File: src/rtl/ecn_header_remark_assert.svh
// Assertion macros for the ECN header remark block.
`ifndef ECN_HEADER_REMARK_ASSERT_SVH
`define ECN_HEADER_REMARK_ASSERT_SVH

// Condition in the same cycle implies consequence.
`define ECNHR_ASSERT_SAME(label, clk, rst_n, cond, cons) \
    label: assert property (@(posedge clk) disable iff (!rst_n) (cond) |-> (cons)) \
        else $error("ecn_header_remark same-cycle check failed");

// Condition implies consequence in the next cycle.
`define ECNHR_ASSERT_NEXT(label, clk, rst_n, cond, cons) \
    label: assert property (@(posedge clk) disable iff (!rst_n) (cond) |=> (cons)) \
        else $error("ecn_header_remark next-cycle check failed");

`endif

File: src/rtl/ecnhr_pkg.sv
// Package: types, register indexes and checksum patch function for ECN remark.
`timescale 1ns / 1ps

package ecnhr_pkg;

    localparam int CSUM_W    = 16;
    localparam int TOS_W     = 8;
    localparam int CFG_IDX_W = 3;
    localparam int CFG_DAT_W = 2;
    localparam int ECE_BIT   = 6;
    localparam int CWR_BIT   = 7;

    typedef enum logic [CFG_IDX_W-1:0] {
        CFG_SET_IP_ECN   = 3'd0,
        CFG_IP_ECN_VALUE = 3'd1,
        CFG_SET_ECE      = 3'd2,
        CFG_ECE_VALUE    = 3'd3,
        CFG_SET_CWR      = 3'd4,
        CFG_CWR_VALUE    = 3'd5
    } cfg_idx_t;

    typedef struct packed {
        logic [TOS_W-1:0]  ip_tos;
        logic [CSUM_W-1:0] ip_header_checksum;
        logic              is_tcp;
        logic              tcp_header_complete;
        logic [CSUM_W-1:0] tcp_flags_word;
        logic [CSUM_W-1:0] tcp_checksum;
        logic              checksum_offloaded;
    } hdr_in_t;

    typedef struct packed {
        logic              verdict;
        logic [TOS_W-1:0]  new_tos;
        logic [CSUM_W-1:0] new_ip_checksum;
        logic [CSUM_W-1:0] new_tcp_flags_word;
        logic [CSUM_W-1:0] new_tcp_checksum;
        logic              full_checksum_needed;
    } hdr_out_t;

    function automatic logic [CSUM_W-1:0] csum_patch(
        input logic [CSUM_W-1:0] hc,
        input logic [CSUM_W-1:0] oldw,
        input logic [CSUM_W-1:0] neww
    );
        logic [CSUM_W+1:0] sum;
        logic [CSUM_W:0]   fold1;
        logic [CSUM_W:0]   fold2;
        sum   = {2'b00, ~hc} + {2'b00, ~oldw} + {2'b00, neww};
        fold1 = {1'b0, sum[CSUM_W-1:0]} + {{(CSUM_W-1){1'b0}}, sum[CSUM_W+1:CSUM_W]};
        fold2 = {1'b0, fold1[CSUM_W-1:0]} + {{CSUM_W{1'b0}}, fold1[CSUM_W]};
        return ~fold2[CSUM_W-1:0];
    endfunction

endpackage

File: src/rtl/ecn_header_remark.sv
// ECN header remark: rewrites IP ECN and TCP ECE/CWR with incremental checksums.
//
// Usage: one packet header per input beat (in_valid / in_stall), one result
// beat per header (out_valid / out_stall). A beat moves on a rising edge with
// valid high and stall low. The six configuration registers are written
// through cfg_write / cfg_index / cfg_data while no header is in flight.
// Pipeline: input register, then result register. Throughput: one header per
// cycle while out_stall is low; the checksum patch is a single 3-input add
// with two end-around folds between the two registers.
// Reset: rst_n low clears both stage valids and all configuration registers
// (all rewrites disabled).
// Stall: when out_stall holds a result, the input stage still takes one more
// beat; in_stall rises only when both stages hold beats that cannot advance.
// Headers are never dropped or duplicated; verdict reports truncated TCP when ECE or CWR rewrite is on.
`timescale 1ns / 1ps

`include "ecn_header_remark_assert.svh"

module ecn_header_remark
    import ecnhr_pkg::*;
(
    input  logic                 clk,
    input  logic                 rst_n,
    input  logic                 cfg_write,
    input  logic [CFG_IDX_W-1:0] cfg_index,
    input  logic [CFG_DAT_W-1:0] cfg_data,
    input  logic                 in_valid,
    output logic                 in_stall,
    input  logic [TOS_W-1:0]     ip_tos,
    input  logic [CSUM_W-1:0]    ip_header_checksum,
    input  logic                 is_tcp,
    input  logic                 tcp_header_complete,
    input  logic [CSUM_W-1:0]    tcp_flags_word,
    input  logic [CSUM_W-1:0]    tcp_checksum,
    input  logic                 checksum_offloaded,
    output logic                 out_valid,
    input  logic                 out_stall,
    output logic                 verdict,
    output logic [TOS_W-1:0]     new_tos,
    output logic [CSUM_W-1:0]    new_ip_checksum,
    output logic [CSUM_W-1:0]    new_tcp_flags_word,
    output logic [CSUM_W-1:0]    new_tcp_checksum,
    output logic                 full_checksum_needed
);

    logic       set_ip_ecn_reg;
    logic [1:0] ip_ecn_value_reg;
    logic       set_ece_reg;
    logic       ece_value_reg;
    logic       set_cwr_reg;
    logic       cwr_value_reg;

    logic     s1_valid_reg;
    hdr_in_t  s1_reg;
    logic     out_valid_reg;
    hdr_out_t out_reg;
    hdr_out_t out_next;

    logic out_adv;
    logic s1_adv;
    logic in_fire;

    logic              ip_change;
    logic [TOS_W-1:0]  tos_mod;
    logic              tcp_path;
    logic              ece_diff;
    logic              cwr_diff;
    logic              tcp_change;
    logic [CSUM_W-1:0] flags_mod;

    // Configuration registers.
    always_ff @(posedge clk or negedge rst_n)
    begin
        if (!rst_n)
        begin
            set_ip_ecn_reg   <= 1'b0;
            ip_ecn_value_reg <= 2'b00;
            set_ece_reg      <= 1'b0;
            ece_value_reg    <= 1'b0;
            set_cwr_reg      <= 1'b0;
            cwr_value_reg    <= 1'b0;
        end
        else if (cfg_write)
        begin
            unique case (cfg_idx_t'(cfg_index))
                CFG_SET_IP_ECN:   set_ip_ecn_reg   <= cfg_data[0];
                CFG_IP_ECN_VALUE: ip_ecn_value_reg <= cfg_data[1:0];
                CFG_SET_ECE:      set_ece_reg      <= cfg_data[0];
                CFG_ECE_VALUE:    ece_value_reg    <= cfg_data[0];
                CFG_SET_CWR:      set_cwr_reg      <= cfg_data[0];
                CFG_CWR_VALUE:    cwr_value_reg    <= cfg_data[0];
                default:          ;
            endcase
        end
    end

    // Handshake: advance each stage when the next one is free.
    assign out_adv  = !out_valid_reg || !out_stall;
    assign s1_adv   = s1_valid_reg && out_adv;
    assign in_stall = s1_valid_reg && !out_adv;
    assign in_fire  = in_valid && !in_stall;

    always_ff @(posedge clk or negedge rst_n)
    begin
        if (!rst_n)
        begin
            s1_valid_reg  <= 1'b0;
            out_valid_reg <= 1'b0;
        end
        else
        begin
            if (!in_stall)
            begin
                s1_valid_reg <= in_valid;
            end
            if (out_adv)
            begin
                out_valid_reg <= s1_valid_reg;
            end
        end
    end

    always_ff @(posedge clk)
    begin
        if (in_fire)
        begin
            s1_reg.ip_tos              <= ip_tos;
            s1_reg.ip_header_checksum  <= ip_header_checksum;
            s1_reg.is_tcp              <= is_tcp;
            s1_reg.tcp_header_complete <= tcp_header_complete;
            s1_reg.tcp_flags_word      <= tcp_flags_word;
            s1_reg.tcp_checksum        <= tcp_checksum;
            s1_reg.checksum_offloaded  <= checksum_offloaded;
        end
        if (s1_adv)
        begin
            out_reg <= out_next;
        end
    end

    // Rewrite and checksum patch.
    always_comb
    begin
        ip_change = set_ip_ecn_reg && (s1_reg.ip_tos[1:0] != ip_ecn_value_reg);
        tos_mod   = {s1_reg.ip_tos[TOS_W-1:2], ip_ecn_value_reg};

        tcp_path = (set_ece_reg || set_cwr_reg) && s1_reg.is_tcp;
        ece_diff = set_ece_reg && (s1_reg.tcp_flags_word[ECE_BIT] != ece_value_reg);
        cwr_diff = set_cwr_reg && (s1_reg.tcp_flags_word[CWR_BIT] != cwr_value_reg);
        tcp_change = tcp_path && s1_reg.tcp_header_complete && (ece_diff || cwr_diff);

        flags_mod = s1_reg.tcp_flags_word;
        if (set_ece_reg)
        begin
            flags_mod[ECE_BIT] = ece_value_reg;
        end
        if (set_cwr_reg)
        begin
            flags_mod[CWR_BIT] = cwr_value_reg;
        end

        out_next.verdict = tcp_path && !s1_reg.tcp_header_complete;
        out_next.new_tos = ip_change ? tos_mod : s1_reg.ip_tos;
        out_next.new_ip_checksum = ip_change
            ? csum_patch(s1_reg.ip_header_checksum,
                         {{(CSUM_W-TOS_W){1'b0}}, s1_reg.ip_tos},
                         {{(CSUM_W-TOS_W){1'b0}}, tos_mod})
            : s1_reg.ip_header_checksum;
        out_next.new_tcp_flags_word = tcp_change ? flags_mod : s1_reg.tcp_flags_word;
        out_next.new_tcp_checksum = (tcp_change && !s1_reg.checksum_offloaded)
            ? csum_patch(s1_reg.tcp_checksum, s1_reg.tcp_flags_word, flags_mod)
            : s1_reg.tcp_checksum;
        out_next.full_checksum_needed = tcp_change && s1_reg.checksum_offloaded;
    end

    assign out_valid            = out_valid_reg;
    assign verdict              = out_reg.verdict;
    assign new_tos              = out_reg.new_tos;
    assign new_ip_checksum      = out_reg.new_ip_checksum;
    assign new_tcp_flags_word   = out_reg.new_tcp_flags_word;
    assign new_tcp_checksum     = out_reg.new_tcp_checksum;
    assign full_checksum_needed = out_reg.full_checksum_needed;

    `ECNHR_ASSERT_SAME(a_full_not_drop, clk, rst_n,
        out_valid_reg && out_reg.full_checksum_needed, !out_reg.verdict)
    `ECNHR_ASSERT_SAME(a_stall_needs_beat, clk, rst_n, in_stall,
        s1_valid_reg && out_valid_reg)
    `ECNHR_ASSERT_NEXT(a_held_beat_kept, clk, rst_n, s1_valid_reg && !s1_adv,
        s1_valid_reg)

endmodule
File: config.mk
export PLATFORM = sky130hd
export DESIGN_NAME = ecn_header_remark
export DESIGN_NICKNAME = d
export VERILOG_FILES = /design/src/rtl/ecnhr_pkg.sv /design/src/rtl/ecn_header_remark.sv
export VERILOG_INCLUDE_DIRS = /design/src /design/src/rtl
export SDC_FILE = /design/constraint.sdc
export NUM_CORES = 1
export LEC_CHECK = 0
export BUFFER_PORTS_ARGS = -buffer_cell sky130_fd_sc_hd__buf_4
export CAP_MARGIN = 20
export CELL_PAD_IN_SITES_DETAIL_PLACEMENT = 2
export CELL_PAD_IN_SITES_GLOBAL_PLACEMENT = 2
export CORE_ASPECT_RATIO = 1.5
export CORE_MARGIN = 2
export CORE_UTILIZATION = 41
export CTS_BUF_LIST = sky130_fd_sc_hd__clkbuf_4
export DETAILED_ROUTE_END_ITERATION = 8
export PLACE_DENSITY = 0.95
export SLEW_MARGIN = 30
export SYNTH_ARGS = -nofsm -noshare
export SYNTH_HDL_FRONTEND = slang
export SYNTH_SLANG_ARGS = --single-unit
File: constraint.sdc
create_clock -name clk -period 21.9 [get_ports clk]
set_clock_uncertainty 0.1 [all_clocks]
set_input_delay 1.095 -clock clk [delete_from_list [all_inputs] [get_ports clk]]
set_output_delay 1.095 -clock clk [all_outputs]
set_load 0.05 [all_outputs]
## Word-level counts from Yosys, hierarchy flattened

Index checks and enable logic that the tools add are counted.

| storage, ports and cells | value |
|---|---|
| register bits after elaboration | 126 |
| input port bits | 69 |
| output and inout bits | 60 |
| logic and storage cells | 77 |

| operators by class | value |
|---|---|
| add/subtract/negate cells | 8 |
| equality and inequality tests | 8 |
| muxes and demuxes | 6 |
| bitwise gates (word level) | 6 |
| reductions and logical operators | 28 |

Operator list:

| cell | number |
|---|---|
| 16-bit NOT | 5 |
| 16-bit by 16-bit adder with 17-bit output | 2 |
| 16-bit by 2-bit adder with 17-bit output | 2 |
| 16-bit by 1-bit adder with 16-bit output | 2 |
| 16-bit two-way mux | 2 |
| 17-bit by 16-bit adder with 18-bit output | 1 |
| 17-bit by 8-bit adder with 18-bit output | 1 |
| 8-bit NOT with 16-bit output | 1 |
| 1-bit logical AND | 12 |
| 2-bit AND reduction | 6 |
| 8-bit two-way mux | 1 |
| 3-bit by 2-bit == test with 1-bit output, second input constant | 2 |
| 3-bit == test, second input constant | 2 |
| 1-bit zero test | 6 |
| 3-bit by 1-bit == test with 1-bit output, second input constant | 1 |
| 3-bit zero test | 1 |
| 1-bit logical OR | 3 |
| 1-bit two-way mux | 2 |
| 2-bit two-way mux | 1 |
| 1-bit != test | 2 |
| 2-bit != test | 1 |

## Depth between registers and ports, before layout

Gate-level depths: netlist of run 1.

| logic depth | value |
|---|---|
| depth in word-level cells | 7 |
| mapped depth | 32 |

## Worst setup path after synthesis of run 1

OpenSTA, ideal clock, no wires.

| path | value |
|---|---|
| kind | reg-to-reg |
| start point | register s1_reg[56] (netlist name) |
| end point | register out_reg (netlist bit new_ip_checksum[15]) (data pin) |
| library setup time | 0.158 ns |
| arrival | 6.787 ns |
| data required time | 21.642 ns |
| path slack | 14.855 ns |
| cell stages (with the launch flop) | 28 |
| cell sequence | edfxtp_1 > inv_1 > ha_1 > xor2_1 > ha_1 > and2_1 > a41o_2 > o2111ai_1 > a31oi_1 > or2_2 > a21oi_1 > o21ai_0 > xnor2_1 > ha_1 > fa_1 > and2_1 > nand3_1 > nor4_4 > nand4_1 > nor2b_1 > ha_1 > and3_2 > or2b_2 > or3b_4 > or4b_4 > or3_4 > or4b_1 > o211ai_1 |

RTL lines:

| element | line | RTL |
|---|---|---|
| start: declaration | ecn_header_remark.sv:54 | `hdr_in_t s1_reg;` |
| end signal: assignment | ecn_header_remark.sv:137 | `out_reg <= out_next;` |
| end: declaration | ecn_header_remark.sv:56 | `hdr_out_t out_reg;` |

==> out/qor.yml, run 1 <==
status: "finished clean"
cap_violations: 0
setup_ws_ns: 13.25
design.die.area_um2: 22800
ys_seq_elements: 126
ctsHoldBuffers: 0
largest_reg_flops: 45
hold_viol: 0
rows: 65
yosys.area.top_type: "edfxtp_1"
post_cts_buffers: 0
yosys_warnings: 0
cts_buffers: 17
switching_share_pct: 42.5
synth_nets: 1002
avgSynthCellArea_um2: 10.4
cts_buffer_depth: 2
synthCells: 846
root_buffer: "clkbuf_4"
synthesis.area_um2: 8830
floorplan.initialDensity_pct: 41.9
dp_slack_ns: 13.52
tightest_slew_ns: 0.899
design_area_um2: 10500
h-tree-depth: 4
fin_cells: 1265
fin_crit_sh_pct: 39.5
synthFlopType: "edfxtp_1"
reg2regPathDepth: 30
grt_pass1_wl_um: 45700
final_common_cell: "buf_4"
numPortBuffers: 128
die_h_um: 184
cp_max_fo: 9
grt.overflow.total: 0
powerDensity_nw_per_um2: 91.8
grt_max_degree: 60
core_area_um2: 21100
critPathCaptureType: "flop"
dpl_cell_area_um2: 10100
timing.final.crit_period_ns: 8.65
antenna_found_initial: 1
dp_hpwl_um: 22700
routabilityCongestion: 0.887
max_freq_ghz: 0.116
max_slew_margin_pct: 40.0
peakVddDrop_v: 0.0000396
cts-resized-gates: 0
viasPerCell: 5.78
reg2reg_to: "new_tcp_checksum[15]$_DFFE_PP_"
setup_viol: 0
worst_path_most_repeated_cell: "nor2_1"
synth_top_area_share_pct: 39.8
slew_viol_final: 0
drt_first_pass_iters: 4
holdWs_ns: 0.206
vias: 7312
pwr-share-comb_pct: 47.1
cp_slowest_cell: "or4_1"
seq_power_share_pct: 32.0
clk_pin_slew_ns: 0.12
rsz0062_at_grt: "false"
nets: 1138
final_layout_size_suffix_gt1_share_pct: 23.3
path_buf_inv: 1
path_depth: 30
track_usage_pct: 27.2
path_class: "reg -> reg"
hold_class: "in -> async"
clock_latency_ns: 0.60
p_leak_nw: 4.47
synthToLayoutAreaGrowth_pct: 19.1
slowest_delay_ns: 0.71
synth_seq_area_share_pct: 42.3
top_level_ports: 129
cp.required_ns: 22.15
critPathLaunch: "set_cwr_reg$_DFFE_PN0P_"
async_flop_share_pct: 7.14
cp.arrival_ns: 8.90
power_switching_uw: 410
cp_top_family: "simple AND/OR/NAND/NOR gates"
timing.setup.tns_ns: 0
dp_cells: 1230
synth_edf_count: 117
drc: 0
final_cell_mix: "buf_4, edfxtp_1, inv_1, ha_1, nand2_1"
reg2reg_slack_ns: 13.25
cell_internal_pwr_uw: 556
setup.worst_path.end: "new_tcp_checksum[15]$_DFFE_PP_"
avgRoutedWirePerCell_um: 24.2
die_w_um: 124
drtIter0Drc: 423
netlist_top_cells_area: "edfxtp_1, ha_1, xor2_1"
routed_wl_um: 30600
postRouteAntennaNets: 0
first_global_vias: 8388
power_frac_clock_pct: 21.0
synth_cell_types: 81
tritoncts: "yes"
cts.sinks: 126
r2r-start: "set_cwr_reg$_DFFE_PN0P_"
start_kind: "flop"
stage by stage:
step | power [mW] | utilization, %
after global placement | 0.719 | 48.0
after CTS | 0.961 | 49.7
after detailed placement | 0.751 | 48.0
after global routing | 1.02 | 49.9
final | 0.966 | 49.9
after floorplan | 0.620 | -
power groups by stage:
| stage | sequential (mW) | clock (mW) | combinational [mW] |
|---|---|---|---|
| finish | 0.309 | 0.203 | 0.455 |
| CTS | 0.309 | 0.207 | 0.445 |
| detailed placement | 0.314 | 0 | 0.437 |
| global route | 0.312 | 0.215 | 0.492 |
| global placement | 0.312 | 0 | 0.408 |
| floorplan | 0.353 | 0 | 0.267 |
synth_stat cells (all sizes together) (23+ instances only):
master  number
or2         23
ha          79
xnor2       35
nand2       57
edfxtp     117
nand3       27
inv         81
o21ai       48
a21oi       35
xor2        41
nor2        44
how the worst min path moves through the flow:
stage                                       to                startpoint  slack (ns)
4_1_cts               s1_valid_reg$_DFFE_PN0N_                     rst_n        0.14
3_5_place_dp             out_valid$_DFFE_PN0N_  s1_valid_reg$_DFFE_PN0N_        0.39
3_3_place_gp             out_valid$_DFFE_PN0N_  s1_valid_reg$_DFFE_PN0N_        0.37
5_1_grt               s1_valid_reg$_DFFE_PN0N_                     rst_n        0.17
2_1_floorplan            out_valid$_DFFE_PN0N_  s1_valid_reg$_DFFE_PN0N_        0.34
6_report       ip_ecn_value_reg[1]$_DFFE_PN0P_                     rst_n        0.21
metal layers:
| layer | vias to the layer above | global-route usage, % | routed length [µm] |
|---|---|---|---|
| li1 | 3348 | - | - |
| met1 | 3642 | 25.6 | 10200 |
| met2 | 213 | 53.1 | 17400 |
| met3 | 109 | 4.65 | 1140 |
| met4 | 0 | 16.0 | 1860 |
| met5 | - | 0 | 0 |
final cells by class:
cell class / instances / area [µm²]
clock buffers: 20 / 150
diodes: 2 / 5.00
multi-input cells: 623 / 4780
clock inverters: 12 / 191
repair buffers: 133 / 1020
flip-flops and latches: 126 / 3740
fillers: 2197 / 10500
well taps: 268 / 335
inverters: 81 / 304
logic make-up after synthesis:
| group | after synthesis | share of synthesized area [%] |
|---|---|---|
| adders and majority gates | 87 | 13.0 |
| and+or+nand+nor | 262 | 16.8 |
| AOI/OAI and AO/OA | 181 | 13.8 |
| DFF | 126 | 42.3 |
| muxes | 15 | 1.81 |
| xor gates and xnor gates | 78 | 8.13 |
| buffers and inverters | 97 | 4.14 |
No activity file was read; power rests on OpenSTA's default activity.
==> run 2, diff against run 1 <==
--- a/config.mk
+++ b/config.mk
@@ -6,16 +6,17 @@
 export SDC_FILE = /design/constraint.sdc
 export NUM_CORES = 1
 export LEC_CHECK = 0
+export ABC_AREA = 1
 export BUFFER_PORTS_ARGS = -buffer_cell sky130_fd_sc_hd__buf_4
 export CAP_MARGIN = 20
 export CELL_PAD_IN_SITES_DETAIL_PLACEMENT = 2
 export CELL_PAD_IN_SITES_GLOBAL_PLACEMENT = 2
 export CORE_ASPECT_RATIO = 1.5
 export CORE_MARGIN = 2
-export CORE_UTILIZATION = 41
+export CORE_UTILIZATION = 36
 export CTS_BUF_LIST = sky130_fd_sc_hd__clkbuf_4
 export DETAILED_ROUTE_END_ITERATION = 8
-export PLACE_DENSITY = 0.95
+export PLACE_DENSITY = 0.92
 export SLEW_MARGIN = 30
 export SYNTH_ARGS = -nofsm -noshare
 export SYNTH_HDL_FRONTEND = slang
==> constraint.sdc (replaced) <==
create_clock -name clk -period 8.76 [get_ports clk]
set_clock_uncertainty 0.1 [all_clocks]
set_input_delay 0.438 -clock clk [delete_from_list [all_inputs] [get_ports clk]]
set_output_delay 0.438 -clock clk [all_outputs]
set_load 0.05 [all_outputs]
==> run 2 against run 1 <==
  * Final area is 6.7% higher
  * Sequential power grew to 2.5 times the previous value
  * Worst setup slack got worse by 12 ns
  * Critical path depth rose by 9
  * Sequential share of layout area is 2.2 points lower
  * Combinational power rose to 2.7 times the previous value
  * Global-route usage is 0.35 points higher
  * First-iteration DRC count fell by 31%
  * Area after synthesis rose by 0.94%
  * Largest power group unchanged
==> out/qor.yml, run 2 <==
status: "finished clean"
max_slew_margin_pct: 47.4
synthCells: 1056
synth_edf_count: 117
cp_slowest_cell: "edfxtp_1"
grt.overflow.total: 0
root_buffer: "clkbuf_4"
peakVddDrop_v: 0.0000855
r2r-start: "flags_mod[1]$_DFFE_PP_"
avgRoutedWirePerCell_um: 21.8
cp_max_fo: 4
die_w_um: 132
clk_pin_slew_ns: 0.15
dp_hpwl_um: 25400
grt_max_degree: 35
ys_seq_elements: 126
routabilityCongestion: 0.894
fillCellCount: 2796
critPathLaunch: "flags_mod[1]$_DFFE_PP_"
rsz0062_at_grt: "false"
cap_violations: 0
clock_latency_ns: 0.62
yosys.area.top_type: "edfxtp_1"
cp.arrival_ns: 7.71
die_h_um: 197
hold_class: "in -> reg"
h-tree-depth: 4
synth.most_common_cell: "nand2_1"
design.die.area_um2: 26100
hold_viol: 0
worst_path_most_repeated_cell: "nand2_1"
rows: 70
powerDensity_nw_per_um2: 218
first_global_vias: 9730
path_depth: 39
fin_crit_sh_pct: 83.9
async_flop_share_pct: 7.14
synthesis.area_um2: 8910
reg2regPathDepth: 39
nets: 1421
final_layout_size_suffix_gt1_share_pct: 20.0
min_delay_path_depth: 3
fin_cells: 1603
cts_buffers: 17
final_common_cell: "nand2_1"
track_usage_pct: 27.6
drt_first_pass_iters: 4
setup_viol: 0
start_kind: "flop"
cp.required_ns: 9.12
slew_viol_final: 0
synth_cell_types: 40
cts_buffer_depth: 2
vias: 8262
path_class: "reg -> reg"
fin_util_pct: 46.1
tritoncts: "yes"
dp_cells: 1506
avgSynthCellArea_um2: 8.44
timing.final.crit_period_ns: 7.35
synthTopCellsByCount: "nand2_1, inv_1, edfxtp_1, nand3_1, ha_1"
synthToLayoutAreaGrowth_pct: 25.9
post_cts_buffers: 0
critPathCaptureType: "flop"
path_buf_inv: 4
yosys_warnings: 0
floorplan.initialDensity_pct: 36.6
setup.worst_path.end: "new_tcp_checksum[13]$_DFFE_PP_"
cp_top_family: "simple AND/OR/NAND/NOR gates"
reg2reg_slack_ns: 1.41
postRouteAntennaNets: 0
numPortBuffers: 128
final_cell_mix: "nand2_1, inv_1, buf_4, edfxtp_1, nand3_1"
largest_reg_flops: 45
synth_nets: 1212
p_leak_nw: 5.39
tightest_slew_ns: 0.788
drc: 0
core_area_um2: 24300
synth_seq_area_share_pct: 41.9
synth_top_area_share_pct: 39.4
viasPerCell: 5.15
reg2reg_to: "new_tcp_checksum[13]$_DFFE_PP_"
netlist_top_cells_area: "edfxtp_1, nand2_1, ha_1"
slowest_delay_ns: 0.45
max_freq_ghz: 0.136
top_level_ports: 129
drtIter0Drc: 292
timing.setup.tns_ns: 0
cts.sinks: 126
antenna_found_initial: 2
routed_wl_um: 34900
synthFlopType: "edfxtp_1"
grt_pass1_wl_um: 53800
[run 2: cells by family (layout without fill, tap and decap cells)]
logic type,after synthesis,after routing,share of synthesized area [%]
and+or+nand+nor,544,544,28.8
buffers and inverters,176,398,7.45
DFF,126,126,41.9
AOI/OAI and AO/OA,90,90,5.60
adders and majority gates,87,87,12.9
xor gates and xnor gates,31,31,3.05
muxes,2,2,0.225
other,0,1,0
[run 2: worst min path at each step]
stage                                      end          from
2_1_floorplan        cwr_value_reg$_DFFE_PN0P_         rst_n
3_3_place_gp             out_valid$_DFFE_PN0N_         rst_n
3_5_place_dp             out_valid$_DFFE_PN0N_         rst_n
4_1_cts        ip_ecn_value_reg[1]$_DFFE_PN0P_   cfg_data[1]
5_1_grt              cwr_value_reg$_DFFE_PN0P_     cfg_write
6_report             cwr_value_reg$_DFFE_PN0P_  cfg_index[2]
[run 2: area by class of cell]
class / instances / area, µm² / share of cell area, %
multi-input combinational: 754 / 4520 / 40.3
tap: 324 / 405 / 3.61
inverter: 171 / 642 / 5.72
clock inverter: 12 / 121 / 1.08
sequential: 126 / 3740 / 33.3
timing repair buffer: 195 / 1640 / 14.6
antenna: 1 / 2.50 / 0.0223
clock buffer: 20 / 150 / 1.34
[run 2: power by group]
group          leakage [nW]  internal (mW)  switching, mW
sequential             1.23          0.743         0.0440
clock                 0.150          0.176          0.264
combinational          4.01          0.371          0.852
[run 2: worst min-delay path: cells and delay by family]
| kind | cells | cell delay (ns) |
|---|---|---|
| AOI/OAI and AO/OA | 1 | 0.08 |
| and+or+nand+nor | 1 | 0.10 |
| buffers and inverters | 1 | 0.13 |
[run 2: through the flow]
stage / hold slack (ns) / total power, mW / instance area, µm² / worst slack [ns]
global placement: 0.178 / 1.89 / 10300 / 2.12
finish: 0.0663 / 2.45 / 11200 / 1.41
detailed placement: 0.181 / 1.97 / 10300 / 1.74
floorplan: 0.0424 / 1.60 / 8910 / 3.38
CTS: 0.0161 / 2.43 / 11200 / 1.53
global route: 0.0539 / 2.60 / 11200 / 0.845
[run 2: timing repair]
item	4_1_cts	5_1_grt
endpoints found under the hold margin	70	1
resized for setup	0	0
hold buffers	62	1
[run 2: metal layers]
layer	wire length, µm	GRT usage [%]	vias to the layer above
met4	2180	17.4	2
met1	11300	23.8	4107
met5	17	0	-
met2	20500	56.9	188
li1	-	-	3855
met3	880	4.40	110
==> run 3, diff against run 2 <==
--- a/config.mk
+++ b/config.mk
@@ -13,10 +13,10 @@
 export CELL_PAD_IN_SITES_GLOBAL_PLACEMENT = 2
 export CORE_ASPECT_RATIO = 1.5
 export CORE_MARGIN = 2
-export CORE_UTILIZATION = 36
+export CORE_UTILIZATION = 32
 export CTS_BUF_LIST = sky130_fd_sc_hd__clkbuf_4
 export DETAILED_ROUTE_END_ITERATION = 8
-export PLACE_DENSITY = 0.92
+export PLACE_DENSITY = 0.87
 export SLEW_MARGIN = 30
 export SYNTH_ARGS = -nofsm -noshare
 export SYNTH_HDL_FRONTEND = slang
==> constraint.sdc (replaced) <==
create_clock -name clk -period 6.1 [get_ports clk]
set_clock_uncertainty 0.1 [all_clocks]
set_input_delay 0.305 -clock clk [delete_from_list [all_inputs] [get_ports clk]]
set_output_delay 0.305 -clock clk [all_outputs]
set_load 0.05 [all_outputs]
==> run 3 against run 2 <==
  * Critical path depth is 2 lower
  * Count of clock-buffer cells in the layout is 1 lower
  * Register-to-register slack got worse by 1.4 ns
  * Wire length increased by 14%
  * Largest cell class unchanged
  * Final cell count is 9.5% higher
  * Maximum frequency up 21%
  * Sequential share of layout area shrank 3.9 points
  * Global-route usage shrank 2.7 points
  * Core utilization increased by 0.51 points
  * Worst setup slack worse by 1.4 ns
  * Via count is 8.3% higher
==> out/qor.yml, run 3 (same netlist as run 2, synthesis figures left out) <==
dp_cells: 1589
grt_pass1_wl_um: 54900
vias: 8945
hold_start: "ip_header_checksum[7]"
avgRoutedWirePerCell_um: 22.7
routed_wl_um: 39900
h-tree-depth: 4
cp.arrival_ns: 6.40
critPathCaptureType: "flop"
tightest_slew_ns: 0.898
final_layout_size_suffix_gt1_share_pct: 33.3
postRouteAntennaNets: 0
reg2reg_to: "new_tcp_checksum[14]$_DFFE_PP_"
clock_latency_ns: 0.65
setup_viol: 0
min_to: "s1_reg[42]$_DFFE_PP_"
path_class: "reg -> reg"
root_buffer: "clkbuf_4"
first_global_vias: 10069
status: "finished clean"
cp_top_family: "simple AND/OR/NAND/NOR gates"
cts.sinks: 126
rows: 74
powerDensity_nw_per_um2: 300
path_buf_inv: 3
slowest_delay_ns: 0.47
nets: 1558
synthToLayoutAreaGrowth_pct: 42.8
cts_buffer_depth: 2
cap_violations: 0
start_kind: "flop"
timing.final.crit_period_ns: 6.09
final_cell_mix: "nand2_1, buf_4, inv_1, edfxtp_1, nand3_1"
r2r-start: "flags_mod[11]$_DFFE_PP_"
track_usage_pct: 24.9
numPortBuffers: 128
worst_path_most_repeated_cell: "nor2_4"
max_slew_margin_pct: 40.0
min_delay_path_depth: 2
cts_buffers: 17
hold_class: "in -> reg"
core_area_um2: 27300
hold_viol: 0
largest_reg_flops: 45
fin_crit_sh_pct: 99.8
reg2regPathDepth: 37
grt.overflow.total: 0
reg2reg_slack_ns: 0.01
dp_hpwl_um: 25900
routabilityCongestion: 0.924
clk_pin_slew_ns: 0.12
cp.required_ns: 6.42
drt_first_pass_iters: 6
slew_viol_final: 0
tritoncts: "yes"
drtIter0Drc: 327
cp_slowest_cell: "edfxtp_1"
die_h_um: 208
antenna_found_initial: 1
die_w_um: 140
fin_cells: 1756
grt_max_degree: 31
cp_max_fo: 4
top_level_ports: 129
final_common_cell: "nand2_1"
peakVddDrop_v: 0.000130
floorplan.initialDensity_pct: 32.6
max_freq_ghz: 0.164
design.die.area_um2: 29200
drc: 0
rsz0062_at_grt: "true"
holdWs_ns: 0.263
p_leak_nw: 6.00
viasPerCell: 5.09
run 3: worst reg2reg max path, delay by kind of cell, from the launching register on:
kind | cells | cell delay, ns
AOI/OAI and AO/OA | 3 | 0.56
xor gates and xnor gates | 2 | 0.33
adders and majority gates | 5 | 1.30
buffers and inverters | 3 | 0.27
DFF | 1 | 0.47
and+or+nand+nor | 24 | 2.81
run 3: metrics by stage:
step / utilization, % / instance area [µm²] / setup slack (ns) / TNS (ns) / total power [mW]
detailed placement: 39.5 / 10800 / -0.467 / -2.62 / 2.93
CTS: 44.3 / 12100 / 0.0115 / 0 / 3.55
global placement: 39.5 / 10800 / -0.358 / -1.82 / 2.84
floorplan: - / 8910 / 0.721 / 0 / 2.30
global route: 46.6 / 12700 / -0.266 / -2.99 / 4.02
finish: 46.6 / 12700 / 0.0139 / 0 / 3.82
run 3: cell type report:
| cell class | instances | area [µm²] |
|---|---|---|
| flip-flops and latches | 126 | 3740 |
| well taps | 342 | 428 |
| diodes | 1 | 2.50 |
| fillers | 2958 | 14600 |
| clock buffers | 19 | 143 |
| multi-input cells | 754 | 5010 |
| clock inverters | 11 | 53.8 |
| repair buffers | 332 | 2710 |
| inverters | 171 | 642 |
run 3: how the worst max path moves through the flow:
stage,from,end,depth (start not counted)
after floorplan,set_cwr_reg$_DFFE_PN0P_,new_tcp_checksum[12]$_DFFE_PP_,36
after global placement,set_cwr_reg$_DFFE_PN0P_,new_tcp_checksum[13]$_DFFE_PP_,36
after detailed placement,set_cwr_reg$_DFFE_PN0P_,new_tcp_checksum[13]$_DFFE_PP_,36
after CTS,s1_reg[24]$_DFFE_PP_,new_tcp_checksum[13]$_DFFE_PP_,36
after global routing,s1_reg[57]$_DFFE_PP_,new_ip_checksum[13]$_DFFE_PP_,35
final,flags_mod[11]$_DFFE_PP_,new_tcp_checksum[14]$_DFFE_PP_,37
run 3: timing repair:
action                                 CTS  global route
hold buffers                            77             0
pin swaps                               21            53
setup endpoints to repair                9            20
buffers inserted                        30            29
endpoints found under the hold margin   77             0
resized for setup                       31            84
run 3: where the power goes:
group	switching [mW]	total, mW	internal, mW
clock	0.351	0.505	0.155
sequential	0.0569	1.12	1.07
combinational	1.43	2.19	0.752
run 3: routing by layer:
metal / up-vias / track usage [%] / share of wire (%)
met1: 4526 / 23.4 / 34
met4: 0 / 12.2 / 4.6
li1: 4120 / - / -
met2: 199 / 51.0 / 59
met5: - / 0 / 0
met3: 100 / 3.29 / 2.1
